File: src/design/frwl_pkg.sv
// Shared types and codes for the FIFO-fair reader/writer lock.
package frwl_pkg;

   localparam int IdWidth    = 8;
   localparam int MaxResults = 16;

   typedef enum logic [1:0] {
      ACT_READ    = 2'd0,
      ACT_WRITE   = 2'd1,
      ACT_RELEASE = 2'd2
   } frwl_action_type;

   typedef enum logic [2:0] {
      STAT_GRANTED     = 3'd0,
      STAT_QUEUED      = 3'd1,
      STAT_NONE        = 3'd2,
      STAT_FULL        = 3'd3,
      STAT_BAD_RELEASE = 3'd4
   } frwl_status_type;

   typedef enum logic [1:0] {
      S_IDLE,
      S_EXEC,
      S_SERVE
   } frwl_state_type;

   typedef struct packed {
      logic               read_flag;
      logic [IdWidth-1:0] id;
   } frwl_entry_type;

   typedef struct packed {
      logic push;
      logic pop;
   } frwl_qctl_type;

endpackage

File: src/design/fifo_fair_reader_writer_lock.sv
// Top level of the FIFO-fair reader/writer lock manager.
//
// A transaction is taken when start is high and busy is low; busy drops in the cycle that
// shows its final result. Read and write requests, unused action codes and releases with
// nothing held give one result. Any other release gives one grant for each queued reader
// it serves from the head (up to 16), or one grant for a writer at the head, or one empty
// result if it serves none. The sequencer serves the queue head one entry per cycle
// through the queue's registered read port and a single increment/decrement unit on the
// reader count. Each result shows on the rsp_ ports for exactly one cycle with rsp_valid
// high and cannot be held off; the last result of a transaction carries rsp_last.
module fifo_fair_reader_writer_lock #(
   parameter int QUEUE_DEPTH = 16,
   parameter int MAX_READERS = 255
) (
   input  logic                          clock,
   input  logic                          reset,
   input  logic                          start,
   output logic                          busy,
   input  logic [1:0]                    req_action,
   input  logic [frwl_pkg::IdWidth-1:0]  req_requester_id,
   output logic                          rsp_valid,
   output logic [2:0]                    rsp_status,
   output logic [frwl_pkg::IdWidth-1:0]  rsp_grant_id,
   output logic                          rsp_grant_is_reader,
   output logic                          rsp_last
);

   localparam int CountBits  = $clog2(QUEUE_DEPTH + 1);
   localparam int ReaderBits = $clog2(MAX_READERS + 1);
   localparam int ResultBits = $clog2(frwl_pkg::MaxResults + 1);

   frwl_pkg::frwl_state_type state_ff, state_in;

   logic [1:0]                   action_ff, action_in;
   logic [frwl_pkg::IdWidth-1:0] id_ff, id_in;
   logic                         writer_ff, writer_in;
   logic [ReaderBits-1:0]        readers_ff, readers_in;
   logic [ResultBits-1:0]        n_ff, n_in;
   logic                         pend_valid_ff, pend_valid_in;
   logic [frwl_pkg::IdWidth-1:0] pend_id_ff, pend_id_in;

   logic                         out_valid_ff, out_valid_in;
   logic [2:0]                   out_status_ff, out_status_in;
   logic [frwl_pkg::IdWidth-1:0] out_id_ff, out_id_in;
   logic                         out_reader_ff, out_reader_in;
   logic                         out_last_ff, out_last_in;

   frwl_pkg::frwl_qctl_type  q_ctl;
   frwl_pkg::frwl_entry_type q_push_entry;
   frwl_pkg::frwl_entry_type q_head;
   logic [CountBits-1:0]     q_count;
   logic                     q_full;

   logic                  adder_dec;
   logic [ReaderBits-1:0] readers_sum;
   logic                  req_read;
   logic                  can_grant;
   logic                  q_empty;
   logic                  release_ok;
   logic                  take_reader;
   logic                  take_writer;

   frwl_queue #(
      .QUEUE_DEPTH(QUEUE_DEPTH)
   ) u_queue (
      .clock      (clock),
      .reset      (reset),
      .ctl        (q_ctl),
      .push_entry (q_push_entry),
      .head_entry (q_head),
      .count      (q_count),
      .full       (q_full)
   );

   assign readers_sum = readers_ff + (adder_dec ? {ReaderBits{1'b1}} : ReaderBits'(1));
   assign req_read    = (action_ff == frwl_pkg::ACT_READ);
   assign q_empty     = (q_count == '0);
   assign release_ok  = writer_ff || (readers_ff != '0);
   assign can_grant   = q_empty && !writer_ff &&
                        (req_read ? (readers_ff != ReaderBits'(MAX_READERS))
                                  : (readers_ff == '0));
   assign take_reader = !q_empty && q_head.read_flag && !writer_ff &&
                        (n_ff != ResultBits'(frwl_pkg::MaxResults)) &&
                        (readers_ff != ReaderBits'(MAX_READERS));
   assign take_writer = !q_empty && !q_head.read_flag && !writer_ff &&
                        (readers_ff == '0) && (n_ff == '0);

   always_comb begin
      state_in = state_ff;
      unique case (state_ff)
         frwl_pkg::S_IDLE: begin
            if (start) begin
               state_in = frwl_pkg::S_EXEC;
            end
         end
         frwl_pkg::S_EXEC: begin
            if (action_ff == frwl_pkg::ACT_RELEASE && release_ok) begin
               state_in = frwl_pkg::S_SERVE;
            end else begin
               state_in = frwl_pkg::S_IDLE;
            end
         end
         frwl_pkg::S_SERVE: begin
            if (!take_reader) begin
               state_in = frwl_pkg::S_IDLE;
            end
         end
         default: begin
            state_in = frwl_pkg::S_IDLE;
         end
      endcase
   end

   always_comb begin
      action_in     = action_ff;
      id_in         = id_ff;
      writer_in     = writer_ff;
      readers_in    = readers_ff;
      n_in          = n_ff;
      pend_valid_in = pend_valid_ff;
      pend_id_in    = pend_id_ff;
      out_valid_in  = 1'b0;
      out_status_in = out_status_ff;
      out_id_in     = out_id_ff;
      out_reader_in = out_reader_ff;
      out_last_in   = out_last_ff;
      adder_dec     = 1'b0;
      q_ctl         = '0;
      q_push_entry  = '{read_flag: req_read, id: id_ff};
      unique case (state_ff)
         frwl_pkg::S_IDLE: begin
            if (start) begin
               action_in     = req_action;
               id_in         = req_requester_id;
               n_in          = '0;
               pend_valid_in = 1'b0;
            end
         end
         frwl_pkg::S_EXEC: begin
            out_valid_in  = 1'b1;
            out_last_in   = 1'b1;
            out_id_in     = id_ff;
            out_reader_in = req_read;
            unique case (action_ff)
               frwl_pkg::ACT_READ, frwl_pkg::ACT_WRITE: begin
                  priority if (can_grant) begin
                     out_status_in = frwl_pkg::STAT_GRANTED;
                     if (req_read) begin
                        readers_in = readers_sum;
                     end else begin
                        writer_in = 1'b1;
                     end
                  end else if (q_full) begin
                     out_status_in = frwl_pkg::STAT_FULL;
                  end else begin
                     q_ctl.push    = 1'b1;
                     out_status_in = frwl_pkg::STAT_QUEUED;
                  end
               end
               frwl_pkg::ACT_RELEASE: begin
                  out_id_in     = '0;
                  out_reader_in = 1'b0;
                  priority if (writer_ff) begin
                     writer_in    = 1'b0;
                     out_valid_in = 1'b0;
                  end else if (readers_ff != '0) begin
                     adder_dec    = 1'b1;
                     readers_in   = readers_sum;
                     out_valid_in = 1'b0;
                  end else begin
                     out_status_in = frwl_pkg::STAT_BAD_RELEASE;
                  end
               end
               default: begin
                  out_status_in = frwl_pkg::STAT_NONE;
                  out_id_in     = '0;
                  out_reader_in = 1'b0;
               end
            endcase
         end
         frwl_pkg::S_SERVE: begin
            priority if (take_reader) begin
               readers_in    = readers_sum;
               q_ctl.pop     = 1'b1;
               n_in          = n_ff + ResultBits'(1);
               pend_valid_in = 1'b1;
               pend_id_in    = q_head.id;
               out_valid_in  = pend_valid_ff;
               out_status_in = frwl_pkg::STAT_GRANTED;
               out_id_in     = pend_id_ff;
               out_reader_in = 1'b1;
               out_last_in   = 1'b0;
            end else if (take_writer) begin
               writer_in     = 1'b1;
               q_ctl.pop     = 1'b1;
               out_valid_in  = 1'b1;
               out_status_in = frwl_pkg::STAT_GRANTED;
               out_id_in     = q_head.id;
               out_reader_in = 1'b0;
               out_last_in   = 1'b1;
            end else if (pend_valid_ff) begin
               out_valid_in  = 1'b1;
               out_status_in = frwl_pkg::STAT_GRANTED;
               out_id_in     = pend_id_ff;
               out_reader_in = 1'b1;
               out_last_in   = 1'b1;
            end else begin
               out_valid_in  = 1'b1;
               out_status_in = frwl_pkg::STAT_NONE;
               out_id_in     = '0;
               out_reader_in = 1'b0;
               out_last_in   = 1'b1;
            end
         end
         default: begin
         end
      endcase
   end

   always_ff @(posedge clock) begin
      if (reset) begin
         state_ff      <= frwl_pkg::S_IDLE;
         writer_ff     <= 1'b0;
         readers_ff    <= '0;
         n_ff          <= '0;
         pend_valid_ff <= 1'b0;
         out_valid_ff  <= 1'b0;
      end else begin
         state_ff      <= state_in;
         writer_ff     <= writer_in;
         readers_ff    <= readers_in;
         n_ff          <= n_in;
         pend_valid_ff <= pend_valid_in;
         out_valid_ff  <= out_valid_in;
      end
   end

   always_ff @(posedge clock) begin
      action_ff     <= action_in;
      id_ff         <= id_in;
      pend_id_ff    <= pend_id_in;
      out_status_ff <= out_status_in;
      out_id_ff     <= out_id_in;
      out_reader_ff <= out_reader_in;
      out_last_ff   <= out_last_in;
   end

   assign busy                = (state_ff != frwl_pkg::S_IDLE);
   assign rsp_valid           = out_valid_ff;
   assign rsp_status          = out_status_ff;
   assign rsp_grant_id        = out_id_ff;
   assign rsp_grant_is_reader = out_reader_ff;
   assign rsp_last            = out_last_ff;

endmodule

File: src/design/frwl_queue.sv
// Ring-buffer wait queue with a registered read port at the head.
module frwl_queue #(
   parameter int QUEUE_DEPTH = 16
) (
   input  logic                            clock,
   input  logic                            reset,
   input  frwl_pkg::frwl_qctl_type         ctl,
   input  frwl_pkg::frwl_entry_type        push_entry,
   output frwl_pkg::frwl_entry_type        head_entry,
   output logic [$clog2(QUEUE_DEPTH+1)-1:0] count,
   output logic                            full
);

   localparam int PtrBits   = $clog2(QUEUE_DEPTH);
   localparam int CountBits = $clog2(QUEUE_DEPTH + 1);

   frwl_pkg::frwl_entry_type mem [QUEUE_DEPTH];
   frwl_pkg::frwl_entry_type head_entry_ff;

   logic [PtrBits-1:0]   head_ff, head_in;
   logic [PtrBits-1:0]   tail_ff, tail_in;
   logic [CountBits-1:0] count_ff, count_in;

   function automatic logic [PtrBits-1:0] wrap_inc(input logic [PtrBits-1:0] ptr);
      logic [PtrBits-1:0] nxt;
      if (ptr == PtrBits'(QUEUE_DEPTH - 1)) begin
         nxt = '0;
      end else begin
         nxt = ptr + PtrBits'(1);
      end
      return nxt;
   endfunction

   always_comb begin
      head_in  = ctl.pop  ? wrap_inc(head_ff) : head_ff;
      tail_in  = ctl.push ? wrap_inc(tail_ff) : tail_ff;
      count_in = count_ff;
      priority if (ctl.push && !ctl.pop) begin
         count_in = count_ff + CountBits'(1);
      end else if (ctl.pop && !ctl.push) begin
         count_in = count_ff - CountBits'(1);
      end else begin
         count_in = count_ff;
      end
   end

   always_ff @(posedge clock) begin
      if (reset) begin
         head_ff  <= '0;
         tail_ff  <= '0;
         count_ff <= '0;
      end else begin
         head_ff  <= head_in;
         tail_ff  <= tail_in;
         count_ff <= count_in;
      end
   end

   always_ff @(posedge clock) begin
      if (ctl.push) begin
         mem[tail_ff] <= push_entry;
      end
      head_entry_ff <= mem[head_in];
   end

   assign head_entry = head_entry_ff;
   assign count      = count_ff;
   assign full       = (count_ff == CountBits'(QUEUE_DEPTH));

endmodule

File: config.mk
export PLATFORM = sky130hd
export DESIGN_NAME = fifo_fair_reader_writer_lock
export DESIGN_NICKNAME = d
export VERILOG_FILES = /design/src/design/frwl_pkg.sv /design/src/design/fifo_fair_reader_writer_lock.sv /design/src/design/frwl_queue.sv
export SDC_FILE = /design/constraint.sdc
export NUM_CORES = 1
export LEC_CHECK = 0
export BUFFER_PORTS_ARGS = -buffer_cell sky130_fd_sc_hd__buf_4
export CORE_MARGIN = 2
export CORE_UTILIZATION = 40
export CTS_CLUSTER_DIAMETER = 40
export CTS_CLUSTER_SIZE = 30
export DETAILED_ROUTE_END_ITERATION = 8
export MAX_ROUTING_LAYER = met4
export SYNTH_ARGS = -nofsm -noshare
export SYNTH_HDL_FRONTEND = slang
export SYNTH_SLANG_ARGS = --single-unit
File: constraint.sdc
create_clock -name clock -period 4.06 [get_ports clock]
set_input_delay 0.609 -clock clock [delete_from_list [all_inputs] [get_ports clock]]
set_output_delay 0.609 -clock clock [all_outputs]
set_load 0.05 [all_outputs]
==> results of run 1 <==
==> sequential cells by signal, summed over array words and instances (netlist names) <==
name	cells
readers_ff	8
u_queue.tail_ff	4
pend_valid_ff	1
rsp_status	3
action_ff	2
u_queue.head_ff	4
rsp_valid	1
id_ff	8
u_queue.head_entry	9
n_ff	5
rsp_grant_id	8
u_queue.count	5
u_queue.mem	144
rsp_grant_is_reader	1
pend_id_ff	8
rsp_last	1
state_ff	2
writer_ff	1
==> worst min-delay path by stage <==
stage                                  startpoint                      end
floorplan           u_queue.head_entry[0]$_DFF_P_  pend_id_ff[0]$_DFFE_PP_
global placement    u_queue.head_entry[5]$_DFF_P_  pend_id_ff[5]$_DFFE_PP_
detailed placement  u_queue.head_entry[7]$_DFF_P_  pend_id_ff[7]$_DFFE_PP_
CTS                           req_requester_id[5]       id_ff[5]$_DFFE_PP_
global route                  req_requester_id[5]       id_ff[5]$_DFFE_PP_
finish                        req_requester_id[5]       id_ff[5]$_DFFE_PP_
==> per-stage QoR <==
stage	instance area [um2]	setup slack [ns]	total power, mW
CTS	10810	0.5902	5.713
global placement	9731	0.7151	3.002
global route	10810	0.3308	5.863
finish	10810	0.5859	5.675
detailed placement	9731	0.6265	3.020
floorplan	9220	0.7955	2.882
==> critical path, cell delays in order (launching register included) <==
cell,delay (ns)
dfxtp_1,0.35
or4_1,0.64
or3_4,0.37
nor3_1,0.33
nor4b_2,0.12
ha_1,0.25
inv_1,0.14
ha_1,0.30
a21o_1,0.20
a21oi_1,0.17
xnor2_1,0.09
or3_1,0.30
a21oi_1,0.13
==> area by class of cell <==
class	instances	area, um2
flip-flops and latches	215	6056
fillers	1887	11830
clock inverters	26	299.0
clock buffers	32	779.5
well taps	285	356.6
inverters	28	105.1
repair buffers	37	290.3
multi-input cells	383	2923
==> placed cells by master (no fill, tap or decap), types with 4 or more instances in the layout <==
cell / instances
a31oi_1: 4
nor3_1: 8
o211ai_1: 31
inv_1: 26
inv_8: 7
xnor2_1: 9
buf_4: 36
ha_1: 21
mux4_2: 9
edfxtp_1: 175
or3_1: 4
mux2_2: 46
clkinvlp_4: 5
mux2i_1: 10
nand4_1: 12
nor2_1: 56
a211oi_1: 4
dfxtp_1: 40
a22oi_1: 27
nand2_1: 40
nand2b_1: 7
a21oi_1: 30
o21ai_0: 10
nand3_1: 6
clkbuf_16: 31
clkinv_8: 4
==> per-layer routing <==
layer	vias up	track usage, %	wire length [um]
met5	-	-	0
met4	0	3.844	289
met3	24	3.194	1171
met2	166	27.37	9518
met1	2778	23.60	9231
li1	2597	-	-
==> power by group <==
part | internal [mW] | switching, mW | leakage [nW]
logic | 0.162 | 0.271 | 1.37
registers | 2.46 | 0.0795 | 1.91
clock network | 1.59 | 1.11 | 0.513
total | 4.22 | 1.46 | 3.79
==> cells by family (layout without fill, tap and decap cells) <==
logic type | after synthesis | count (layout) | share of synthesized area [%]
simple gates | 154 | 154 | 8.129
compound gates | 128 | 128 | 10.00
flops | 215 | 215 | 65.68
fa+ha+maj | 23 | 23 | 3.284
mux | 66 | 66 | 9.065
xor+xnor | 12 | 12 | 1.140
buf+inv | 52 | 123 | 2.700
==> flow_summary.toml, run 1 <==
[route]
first_pass_iters = 5
viasPerCell = 5.532
vias = 5565
wire_per_inst_um = 20.09
drtIter0Drc = 449
drt_wl_total_mm = 20.21
drc = 0
ant_nets = 0

[yosys]
synth_cells = 650
synthArstFlopShare_pct = 0
yosys-top-cells-area = "edfxtp_1 (57%), dfxtp_1 (8.7%), mux2_2 (5.6%)"
synth_edf_count = 175
netlist.area_leader.share_pct = 57.00
synth_most_common_cell = "edfxtp_1"
synth_seq_cells = 215
mappedNetlistArea_um2 = 9220
synth_warnings = 0
syn_avg_cell_area_um2 = 14.18
yosysSeqAreaShare_pct = 65.68
synth_top_cell_by_area = "edfxtp_1"
synthFlopType = "edfxtp_1"
synth_cell_types = 66
synth_nets = 686
synth_common_cells = "edfxtp_1 (175), nor2_1 (56), mux2_2 (46), dfxtp_1 (40), nand2_1 (40)"

[cts]
clk_pin_slew_ns = 0.07
tritoncts = "yes"
clock_latency_ns = 0.56
cts_made_buffers = 31
cts.repair.resized = 0
clock_path_buffers = 3
cts_root_buffer = "clkbuf_16"
cts_hold_buf = 0
cts_setup_buffers = 0
clock-sinks = 215
htree_levels = 1

[critical_path]
cp_max_fo = 6
startpoint_type = "flop"
critPathCapture = "u_queue.count[4]$_SDFFE_PP0P_"
ff2ff_path_depth = 12
r2r_slack_ns = 0.59
critical_path_required_ns = 4.53
critPathCaptureType = "flop"
reg2reg_to = "u_queue.count[4]$_SDFFE_PP0P_"
critPathArrivalTime_ns = 3.95
cp-startpoint = "u_queue.count[0]$_SDFFE_PP0P_"
path_class = "reg -> reg"
r2r_start = "u_queue.count[0]$_SDFFE_PP0P_"

[hold_path]
hold_depth = 1
hp-class = "in -> reg"

[grt]
grt_max_degree = 65
grt_use_total_pct = 17.34
grt.overflow.total = 0
grt_pass1_vias = 5430
antenna_found_initial = 0
grt_pass1_wl_mm = 31.44

[cells_and_area]
layout.cells.non_filler = 1006
antennaDiodeCount = 0
drive_gt1_share_pct = 22.33
num-nets-final = 732
area_growth_syn_to_layout_pct = 17.23
fin_util_pct = 47.74

[sta]
min_period_ns = 3.474
slew_headroom_pct = 34.01
slew_violations = 0
fin_tns_setup_ns = 0
worst_pin_slew_ns = 0.9862
hold_ws_ns = 0.2242
skew_ns = 0.01815
max_clock_freq_mhz = 287.8
fin_crit_sh_pct = 85.57
setup_viol = 0
rsz0062_at_grt = "no"
finalHoldViolCount = 0

[place]
placedCellCount = 948
post-dp-hpwl_mm = 13.32
place.gp.congestion = 0.8734
port_buffers = 27

[floorplanning]
dieArea_um2 = 24280
die_h_um = 155.8
core_um2 = 22640
initial_core_util_pct = 40.72
boundaryPins = 28
placement_rows = 55
die_w_um = 155.8

[flow_run]
cap_violations = 0

[power]
p_per_area_nw_per_um2 = 525.0
peakVddDrop_v = 0.0003350
p_leak_nw = 3.793

[status]
outcome = "finished, final reports clean"
(Power assumes the default switching activity.)
==> run 2, diff against run 1 <==
- SYNTH_HIERARCHICAL: unset -> 1
==> run 2 against run 1 <==
  * Clock skew increased by 0.0090 ns
  * Worst setup slack got worse by 0.080 ns
  * Maximum frequency decreased by 2.2%
  * Largest cell class unchanged
==> flow_summary.toml, run 2 <==
[yosys]
yosysSeqAreaShare_pct = 61.03
synth_most_common_cell = "edfxtp_1"
synthArstFlopShare_pct = 0
synth_cell_types = 69
synthFlopType = "edfxtp_1"
synth_warnings = 6
netlist.area_leader.share_pct = 52.96
synth_top_cell_by_area = "edfxtp_1"
synth_nets = 757
mappedNetlistArea_um2 = 9923
synth_edf_count = 175
yosys-top-cells-area = "edfxtp_1 (53%), mux2i_1 (10%), dfxtp_1 (8.1%)"
synth_cells = 722
synth_seq_cells = 215
syn_avg_cell_area_um2 = 13.74
synth_common_cells = "edfxtp_1 (175), mux2i_1 (103), nand2_1 (66), dfxtp_1 (40), nor2_1 (38)"

[critical_path]
reg2reg_to = "u_queue/count[4]$_SDFFE_PP0P_"
cp_max_fo = 9
r2r_start = "n_ff[0]$_SDFFE_PP0P_"
ff2ff_path_depth = 16
path_class = "reg -> reg"
critical_path_required_ns = 4.52
startpoint_type = "flop"
r2r_slack_ns = 0.51
critPathArrivalTime_ns = 4.02
critPathCaptureType = "flop"

[floorplanning]
initial_core_util_pct = 40.80
die_h_um = 161.5
core_um2 = 24320
boundaryPins = 28
placement_rows = 57
die_w_um = 161.5
dieArea_um2 = 26080

[power]
design_power_total_mw = 5.122
p_leak_nw = 4.340
comb_power_share_pct = 4.4
intPower_mw = 3.925
switching_share_pct = 23.37
p_per_area_nw_per_um2 = 451.2
peakVddDrop_v = 0.0002931
clockPowerShare_pct = 47.2
p_switching_mw = 1.197
seqPwrFrac_pct = 48.4

[sta]
fin_crit_sh_pct = 87.54
fin_tns_setup_ns = 0
slew_violations = 0
worst_pin_slew_ns = 0.9321
max_clock_freq_mhz = 281.4
finalHoldViolCount = 0
rsz0062_at_grt = "no"
setup_viol = 0
skew_ns = 0.02712
slew_headroom_pct = 37.63
min_period_ns = 3.554

[cells_and_area]
largest_reg_flops = 144
fillers = 2099
drive_gt1_share_pct = 20.08
num-nets-final = 794
area_growth_syn_to_layout_pct = 14.40
max_flop_register = "u_queue/mem"
antennaDiodeCount = 0
final_common_cell = "edfxtp_1"
final_cell_mix = "edfxtp_1 (175), mux2i_1 (101), nand2_1 (66), dfxtp_1 (39), nor2_1 (38)"

[hold_path]
hp-class = "in -> reg"
hold_depth = 1
holdCritStartpoint = "req_action[1]"
holdPathEnd = "action_ff[1]$_DFFE_PP_"

[cts]
cts_made_buffers = 29
clock-sinks = 215
clk_pin_slew_ns = 0.07
cts.repair.resized = 0
htree_levels = 1
cts_hold_buf = 0
clock_latency_ns = 0.55
clock_path_buffers = 3
tritoncts = "yes"
cts_setup_buffers = 0
cts_root_buffer = "clkbuf_16"

[route]
drc = 0
drtIter0Drc = 527
drt_wl_total_mm = 22.78
ant_nets = 0
first_pass_iters = 5
viasPerCell = 5.592
vias = 6185
wire_per_inst_um = 20.60

[place]
post-dp-hpwl_mm = 14.85
port_buffers = 27
place.gp.congestion = 0.8209

[flow_run]
cap_violations = 0

[grt]
antenna_found_initial = 0
grt.overflow.total = 0
grt_max_degree = 42
grt_use_total_pct = 17.93
grt_pass1_vias = 6088
grt_pass1_wl_mm = 34.93

[status]
outcome = "finished, final reports clean"
run 2: worst max path at each step:
| stage | from | to | slack, ns | cells after the start |
|---|---|---|---|---|
| after global placement | readers_ff[5]$_SDFFE_PP0P_ | u_queue/count[4]$_SDFFE_PP0P_ | 0.57 | 13 |
| after CTS | n_ff[0]$_SDFFE_PP0P_ | u_queue/count[4]$_SDFFE_PP0P_ | 0.49 | 16 |
| after detailed placement | n_ff[0]$_SDFFE_PP0P_ | u_queue/count[4]$_SDFFE_PP0P_ | 0.51 | 16 |
| after global routing | n_ff[0]$_SDFFE_PP0P_ | u_queue/count[4]$_SDFFE_PP0P_ | 0.25 | 16 |
| after floorplan | n_ff[0]$_SDFFE_PP0P_ | u_queue/count[4]$_SDFFE_PP0P_ | 0.24 | 18 |
| final | n_ff[0]$_SDFFE_PP0P_ | u_queue/count[4]$_SDFFE_PP0P_ | 0.51 | 16 |
run 2: cell families (layout without fill, tap and decap cells):
family,after synthesis,in the layout,share of synthesized area (%)
XOR/XNOR,12,12,1.059
AND/OR/NAND/NOR,181,181,9.722
multiplexers,103,103,10.39
adder cells (fa/ha/maj),22,22,2.925
flip-flops,215,215,61.03
AO/OA/AOI/OAI,137,137,11.79
buffers and inverters,52,112,3.089
run 2: stage by stage:
step | setup WS (ns) | util [%] | hold slack [ns] | instance area (um2) | instances
after detailed placement | 0.5069 | 42.82 | 0.4396 | 10410 | 1052
final | 0.5060 | 46.68 | 0.2339 | 11350 | 1106
after floorplan | 0.2400 | - | 0.4091 | 9923 | 722
after global placement | 0.5705 | 42.82 | 0.4245 | 10410 | 1052
after CTS | 0.4866 | 46.68 | 0.2178 | 11350 | 1106
after global routing | 0.2468 | 46.68 | 0.2214 | 11350 | 1106
run 2: metal layers:
metal  vias to the layer above  GRT usage, %  part of all wire (%)
met1                      3098         24.02                    45
li1                       2878             -                     -
met2                       169         28.17                    46
met4                         0         5.154                   2.6
met5                         -             -                     0
met3                        40         3.133                   6.4
run 2: power by group through the flow:
stage / clock network (mW) / registers [mW] / logic (mW)
after floorplan: 0 / 2.53 / 0.131
after global placement: 0 / 2.52 / 0.220
after detailed placement: 0 / 2.53 / 0.224
after CTS: 2.47 / 2.48 / 0.225
after global routing: 2.56 / 2.48 / 0.244
final: 2.42 / 2.48 / 0.224
run 2: cell type report:
| type | count | area, um2 | share of cell area [%] |
|---|---|---|---|
| clock buffer | 32 | 737.0 | 6.492 |
| clock inverter | 22 | 202.7 | 1.786 |
| inverter | 20 | 75.07 | 0.6613 |
| multi-input combinational | 455 | 3577 | 31.51 |
| sequential | 215 | 6057 | 53.36 |
| tap | 324 | 405.4 | 3.571 |
| timing repair buffer | 38 | 297.8 | 2.623 |
run 2: worst max-delay path, stage by stage, from the launching register on:
cell	delay [ns]
dfxtp_1	0.41
inv_1	0.06
ha_1	0.18
nor3b_1	0.14
a221oi_1	0.34
nand3_1	0.16
inv_1	0.27
or2_2	0.31
inv_2	0.06
ha_1	0.22
inv_1	0.15
ha_1	0.29
a21o_1	0.19
a21oi_1	0.17
xnor2_1	0.09
or3_1	0.30
a21oi_1	0.14
